===== config.mk =====
export PLATFORM = sky130hd
export DESIGN_NAME = prr_front_flat
export DESIGN_NICKNAME = d
export VERILOG_FILES = /design/src/sv/prr_pkg.sv /design/src/sv/prr_if.sv /design/src/sv/prr_front.sv /design/src/flat_wrapper.sv
export SDC_FILE = /design/constraint.sdc
export NUM_CORES = 1
export LEC_CHECK = 0
export BUFFER_PORTS_ARGS = -buffer_cell sky130_fd_sc_hd__buf_2
export CAP_MARGIN = 25
export CORE_UTILIZATION = 30
export CTS_BUF_LIST = sky130_fd_sc_hd__clkbuf_8
export DETAILED_ROUTE_END_ITERATION = 8
export SKIP_CTS_REPAIR_TIMING = 1
export SYNTH_ARGS = -nofsm -noshare
export SYNTH_HDL_FRONTEND = slang
export SYNTH_SLANG_ARGS = --single-unit

===== constraint.sdc =====
create_clock -name clock -period 5.07 [get_ports clock]
set_clock_uncertainty 0.15 [all_clocks]
set_input_delay 0 -clock clock [delete_from_list [all_inputs] [get_ports clock]]
set_output_delay 0 -clock clock [all_outputs]
set_load 0.03 [all_outputs]

===== src/sv/prr_pkg.sv =====
// Package: shared types and constants of the polyphase rational resampler.
package prr_pkg;

   localparam int unsigned SampleW   = 24;
   localparam int unsigned CoefW     = 18;
   localparam int unsigned CntW      = 40;
   localparam int unsigned ResMax    = 64;
   localparam int unsigned MaxPhases = 256;
   localparam int unsigned MaxHalf   = 64;

   typedef enum logic [1:0] {
      MODE_LOAD   = 2'd0,
      MODE_SAMPLE = 2'd1,
      MODE_FLUSH  = 2'd2,
      MODE_NONE   = 2'd3
   } mode_type;

   typedef enum logic [1:0] {
      REG_UP   = 2'd0,
      REG_DOWN = 2'd1,
      REG_HALF = 2'd2
   } reg_index_type;

   typedef enum logic [2:0] {
      BK_IDLE,
      BK_CHECK,
      BK_FETCH,
      BK_MAC,
      BK_FINISH,
      BK_ADVANCE
   } back_state_type;

   // One entry of the queue between the front and the back part.
   typedef struct packed {
      logic                      is_load;
      logic                      is_feed;
      logic signed [SampleW-1:0] value;
      logic [14:0]               addr;
      logic signed [CoefW-1:0]   coef;
   } work_type;

endpackage


===== src/sv/prr_if.sv =====
// Interfaces: input item channel and result item channel.
interface prr_req_if;
   logic                      valid;
   logic                      ready;
   logic [1:0]                mode;
   logic [14:0]               coef_addr;
   logic signed [17:0]        coef_value;
   logic signed [23:0]        sample_in;
   modport source (output valid, mode, coef_addr, coef_value, sample_in, input ready);
   modport sink   (input valid, mode, coef_addr, coef_value, sample_in, output ready);
endinterface



===== src/sv/prr_front.sv =====
// Front part: accepts input items, classifies them and queues work for the back part.
module prr_front (
   input  logic          clock,
   input  logic          reset,
   prr_req_if.sink       req,
   output prr_pkg::work_type q_data,
   output logic          q_valid,
   input  logic          q_pop
);
   import prr_pkg::*;

   localparam int unsigned Depth = 4;
   work_type         mem_ff [Depth];
   logic [1:0]       wr_ff, wr_in, rd_ff, rd_in;
   logic [2:0]       cnt_ff, cnt_in;
   logic             push;
   work_type         item;

   assign req.ready = (cnt_ff != 3'(Depth));
   assign push      = req.valid && req.ready && (req.mode != MODE_NONE);

   always_comb begin
      item.is_load = (req.mode == MODE_LOAD);
      item.is_feed = (req.mode == MODE_SAMPLE);
      item.value   = req.sample_in;
      item.addr    = req.coef_addr;
      item.coef    = req.coef_value;
   end

   always_comb begin
      wr_in  = push ? wr_ff + 2'd1 : wr_ff;
      rd_in  = q_pop ? rd_ff + 2'd1 : rd_ff;
      cnt_in = cnt_ff + (push ? 3'd1 : 3'd0) - (q_pop ? 3'd1 : 3'd0);
   end

   always_ff @(posedge clock) begin
      if (reset) begin
         wr_ff  <= '0;
         rd_ff  <= '0;
         cnt_ff <= '0;
      end else begin
         wr_ff  <= wr_in;
         rd_ff  <= rd_in;
         cnt_ff <= cnt_in;
      end
   end

   always_ff @(posedge clock) begin
      if (push) mem_ff[wr_ff] <= item;
   end

   assign q_valid = (cnt_ff != 3'd0);
   assign q_data  = mem_ff[rd_ff];

   a_no_overflow: assert property (@(posedge clock) disable iff (reset)
      cnt_ff <= 3'(Depth)) else $error("queue overflow");
   a_pop_nonempty: assert property (@(posedge clock) disable iff (reset)
      q_pop |-> q_valid) else $error("pop from empty queue");
   a_push_count: assert property (@(posedge clock) disable iff (reset)
      push && !q_pop |=> cnt_ff == $past(cnt_ff) + 3'd1) else $error("count slip");
endmodule


===== src/flat_wrapper.sv =====
// flat-port wrapper written by rule: the top's interface ports become plain ports
module prr_front_flat import prr_pkg::*;
  (clock, reset, q_data, q_valid, q_pop, req_valid, req_mode, req_coef_addr, req_coef_value, req_sample_in, req_ready);
  prr_req_if req_i ();
  input  logic clock;
  input  logic reset;
  output prr_pkg::work_type q_data;
  output logic q_valid;
  input  logic q_pop;
  input wire logic [$bits(req_i.valid)-1:0] req_valid;
  input wire logic [$bits(req_i.mode)-1:0] req_mode;
  input wire logic [$bits(req_i.coef_addr)-1:0] req_coef_addr;
  input wire logic [$bits(req_i.coef_value)-1:0] req_coef_value;
  input wire logic [$bits(req_i.sample_in)-1:0] req_sample_in;
  output wire logic [$bits(req_i.ready)-1:0] req_ready;
  assign req_i.valid = req_valid;
  assign req_i.mode = req_mode;
  assign req_i.coef_addr = req_coef_addr;
  assign req_i.coef_value = req_coef_value;
  assign req_i.sample_in = req_sample_in;
  assign req_ready = req_i.ready;
  prr_front u_core (.clock(clock), .reset(reset), .req(req_i), .q_data(q_data), .q_valid(q_valid), .q_pop(q_pop));
endmodule

### Yosys cells after proc, flatten, opt, wreduce, memory -nomap -nowiden

Memories as Yosys holds them, arrays and structs flattened. A register that Yosys moved wholly into a read port is not among the register bits.
Cells that the tools add are included.

| storage, ports and cells | value |
|---|---|
| bits in writable memories | 236 |
| output and inout bits | 61 |
| memories | 1 |
| logic and storage cells | 21 |
| input bits | 63 |
| bits in registers | 7 |

Memory list:

| name | depth | width | rd ports | clocked after memory_dff | wr ports | RTL line | RTL |
|---|---|---|---|---|---|---|---|
| u_core.mem_ff | 4 | 59 | 1 | 1 | 1 | prr_front.sv:13 | `work_type mem_ff [Depth];` |

| operators by class | value |
|---|---|
| reduce and logical (&&, ||, !) cells | 4 |
| add/subtract/negate cells | 4 |
| muxes and demuxes | 6 |
| equal/unequal tests | 3 |

Operators with widths:

| operator | count |
|---|---|
| 2-bit by 1-bit adder with 2-bit output, second input constant | 2 |
| 1-bit 2-to-1 mux | 4 |
| 2-bit 2-to-1 mux | 2 |
| 3-bit adder | 1 |
| 3-bit inequality test, second input constant | 1 |
| 3-bit nonzero test | 1 |
| 3-bit subtractor | 1 |
| 2-bit by 1-bit equality test with 1-bit output, second input constant | 1 |
| 1-bit logical AND | 2 |
| 2-bit zero test | 1 |
| 2-bit inequality test, second input constant | 1 |

### Depth between registers and ports, before layout

| logic depth | value |
|---|---|
| word-level depth | 6 |
| mapped depth | 7 |
| gate-level depth less buffers | 7 |

### Worst setup path before layout

Ideal clock, no wire load.

| path | value |
|---|---|
| kind | register to register |
| start | reg u_core.cnt_ff[1] |
| end | mem u_core.mem_ff[0][0] in the netlist's numbering, enable pin |
| path buffers | 0 |
| data arrival time | 2.223 ns |
| slack | 2.274 ns |
| setup time | 0.423 ns |
| cell stages (with the launch flop) | 4 |
| required time | 4.497 ns |
| period minus slack after synthesis | 2.796 ns |
| cells stage by stage | dfxtp_1 > nor2_1 > a221oi_4 > and2_1 |

| between the ends | value |
|---|---|
| longest elaborated chain between the ends | 5 |

RTL lines:

| element | RTL line | RTL |
|---|---|---|
| from (decl) | prr_front.sv:15 | `logic [2:0] cnt_ff, cnt_in;` |
| from (signal assigned) | prr_front.sv:44 | `cnt_ff <= cnt_in;` |
| 3-bit inequality test | prr_front.sv:19 | `assign req.ready = (cnt_ff != 3'(Depth));` |
| 1-bit logical AND (2 in a row) | prr_front.sv:20 | `assign push = req.valid && req.ready && (req.mode != MODE_NONE);` |
| net u_core.push | prr_front.sv:16 | `logic push;` |
| 1-bit 2-to-1 mux | prr_front.sv:49 | `if (push) mem_ff[wr_ff] <= item;` |
| 1-bit 2-to-1 mux (not written as such) | prr_front.sv:49 |  |
| to (decl) | prr_front.sv:13 |  |

The timed path passes the listed nets, and every way through them passes these cells.

==> results.sh <==
export IMPL_outcome="finished clean"
export IMPL_coreArea_um2=29600
export IMPL_hpwl_um=9400
export IMPL_yosys_warnings=0
export IMPL_die_y_um=175
export IMPL_netlist_area_um2=9010
export IMPL_ioPinCount=124
export IMPL_arrival_ns=2.76
export IMPL_setup_viol=0
export IMPL_min_path_cells=2
export IMPL_drc=0
export IMPL_root_buffer="clkbuf_8"
export IMPL_synth_avg_cell_area_um2=25.0
export IMPL_reg2reg_setup_slack_ns=2.75
export IMPL_antenna_found_initial=0
export IMPL_nFillCells=2755
export IMPL_worstMarginPinSlew_ns=0.977
export IMPL_routed_wl_um=17000
export IMPL_crit_path_end_kind="output port"
export IMPL_max_stage_delay_ns=0.81
export IMPL_period_needed_ns=2.91
export IMPL_drive_above_1_share_pct=41.0
export IMPL_grt_max_degree=60
export IMPL_wl_per_cell_um=17.1
export IMPL_crit_fanout=36
export IMPL_portBuffers=123
export IMPL_critPathKind="reg2out"
export IMPL_finalCritPeriodShare_pct=57.4
export IMPL_finalNetCount=645
export IMPL_dr_total_vias=4363
export IMPL_synth_seq_cells=245
export IMPL_power_leakage_nw=3.90
export IMPL_timing_hold_ws_ns=0.0811
export IMPL_crit_chain="buf_4 -> mux4_2 -> buf_2"
export IMPL_startpoint_type="flop"
export IMPL_timing_rr_start="u_core.cnt_ff[1]"
export IMPL_h_tree_depth=2
export IMPL_maxCapViolCount=0
export IMPL_num_rows=63
export IMPL_grt_pass1_wl_um=25600
export IMPL_cp_required_ns=4.92
export IMPL_cts_tree="done"
export IMPL_ys_seq_area_share_pct=80.6
export IMPL_use_met2_pct=19.7
export IMPL_die_x_um=175
export IMPL_drv_slew=0
export IMPL_finalSetupTns_ns=0
export IMPL_ir_drop_mv=0.284
export IMPL_grt_util_all_layers_pct=11.0
export IMPL_hold_violations=0
export IMPL_cp_num_buf_inv=2
export IMPL_multi_input_area_um2=1620
export IMPL_ff2ff_path_depth=3
export IMPL_fin_cells=992
export IMPL_dp_cells=859
export IMPL_diodes=0
export IMPL_grtUsageMet1_pct=12.1
export IMPL_numCtsBuffers=41
export IMPL_path_clk_slew_ns=0.06
export IMPL_syn_to_final_growth_pct=27.3
export IMPL_rsz0062_at_grt="false"
export IMPL_ys_types=22
export IMPL_overflow=0
export IMPL_cts_sinks=245
export IMPL_cp_top_family="flip-flops"
export IMPL_dr_pass1_iters=4
export IMPL_seq_area_um2=7270
export IMPL_grt_pass1_vias=4709
export IMPL_p_per_area_nw_per_um2=428
export IMPL_via_per_inst=4.40
export IMPL_clk_path_buf_depth=3
export IMPL_drtAntennaViolNets=0
export IMPL_fmax_mhz=344
export IMPL_place_congestion=0.663
export IMPL_grtUsageMet3_pct=3.16
export IMPL_dieArea_um2=30700
export IMPL_hold_end="u_core.mem_ff[1][44]"
export IMPL_worstSkewPairLatency_ns=0.52
export IMPL_hp_start="req_sample_in[11]"
export IMPL_busiest_layer="met2"
export IMPL_start_util_pct=30.4
export IMPL_initialDrtViolationCount=211
export IMPL_syn_inst=360
export IMPL_slew_headroom_pct=34.9
export IMPL_critical_path_slowest_cell="dfxtp_4"
export IMPL_syn_nets=430
export IMPL_reg2reg_to="u_core.mem_ff[3][34]"
export IMPL_hp_class="in2reg"
-- cells in the final DEF, fill, tap and decap left out, types with 3 or more instances in the layout --
| master | n |
|---|---|
| clkinv_2 | 7 |
| dlygate4sd3_1 | 63 |
| edfxtp_1 | 236 |
| nor2b_1 | 3 |
| mux4_2 | 59 |
| nor2_1 | 8 |
| xnor2_1 | 3 |
| clkinv_1 | 5 |
| ha_1 | 6 |
| clkbuf_8 | 43 |
| dfxtp_1 | 7 |
| bufinv_16 | 4 |
| inv_1 | 16 |
| buf_2 | 123 |
| and2_4 | 4 |
-- state kept, by name, indices dropped and copies added (netlist names), named ones only --
register / cells
u_core.rd_ff: 2
u_core.mem_ff: 236
u_core.cnt_ff: 3
u_core.wr_ff: 2
-- layer usage --
layer,vias up,share of wire (%)
met5,-,0
met4,0,2.3
met3,33,5.7
met2,128,53
met1,2254,39
li1,1948,-
-- worst register-to-register path, cell delays in order, from the launching register on --
cell      delay (ns)
dfxtp_1         0.39
nor2_1          0.11
a221oi_4        0.37
and2_4          0.85
-- power by group --
part	total, mW	switching, mW	internal (mW)
logic	0.722	0.436	0.286
clock network	1.73	0.741	0.988
registers	2.46	0.0732	2.38
total	4.91	1.25	3.66
-- final cells by class --
cell class | instances | share of cell area (%)
clock inverters | 27 | 1.94
clock buffers | 43 | 5.16
inverters | 7 | 0.229
well taps | 390 | 4.25
multi-input cells | 93 | 14.1
repair buffers | 187 | 10.9
flip-flops and latches | 245 | 63.4
-- synthesized netlist by cell type --
library cell  instances  share of area, %
mux4_2               59                15
mux2i_1               1              0.11
buf_2                 3              0.17
inv_1                 7              0.29
nor2_1                8              0.33
edfxtp_1            236                79
mux2_2                1              0.12
or3_1                 1             0.069
xnor2_1               3              0.29
a221oi_4              1              0.29
dfxtp_1               9               2.0
buf_4                 4              0.33
nor2b_1               3              0.21
ha_1                  6              0.83
buf_6                 1              0.12
nand2_1               2             0.083
nand2b_1              2              0.14
fa_1                  1              0.22
and2_1                4              0.28
clkbuf_1              5              0.21
buf_12                2              0.44
xor2_1                1             0.097
-- worst max path at each step --
stage	cells after the start	slack, ns	to	from
floorplan	3	2.27	u_core.mem_ff[0][0]	u_core.cnt_ff[1]
global placement	3	2.60	q_data[54]	flop
detailed placement	3	2.58	q_data[54]	flop
CTS	3	2.00	q_data[54]	flop
global route	3	1.87	q_data[58]	flop
finish	3	2.16	q_data[57]	flop
-- logic make-up after synthesis --
group	share of synthesized area, %
XOR/XNOR	0.389
adder cells (fa/ha/maj)	1.05
AO/OA/AOI/OAI	0.292
AND/OR/NAND/NOR	1.11
buffers and inverters	1.57
multiplexers	15.0
flip-flops	80.6
-- per-stage QoR --
| stage | power (mW) | util (%) | worst slack [ns] | cell area [um^2] |
|---|---|---|---|---|
| floorplan | 2.97 | - | 2.27 | 9010 |
| global placement | 3.17 | 33.8 | 2.60 | 10000 |
| detailed placement | 3.19 | 33.8 | 2.58 | 10000 |
| CTS | 4.95 | 36.6 | 2.00 | 10800 |
| global route | 5.12 | 38.7 | 1.87 | 11500 |
| finish | 4.91 | 38.7 | 2.16 | 11500 |
No activity file was read; power rests on OpenSTA's default activity.
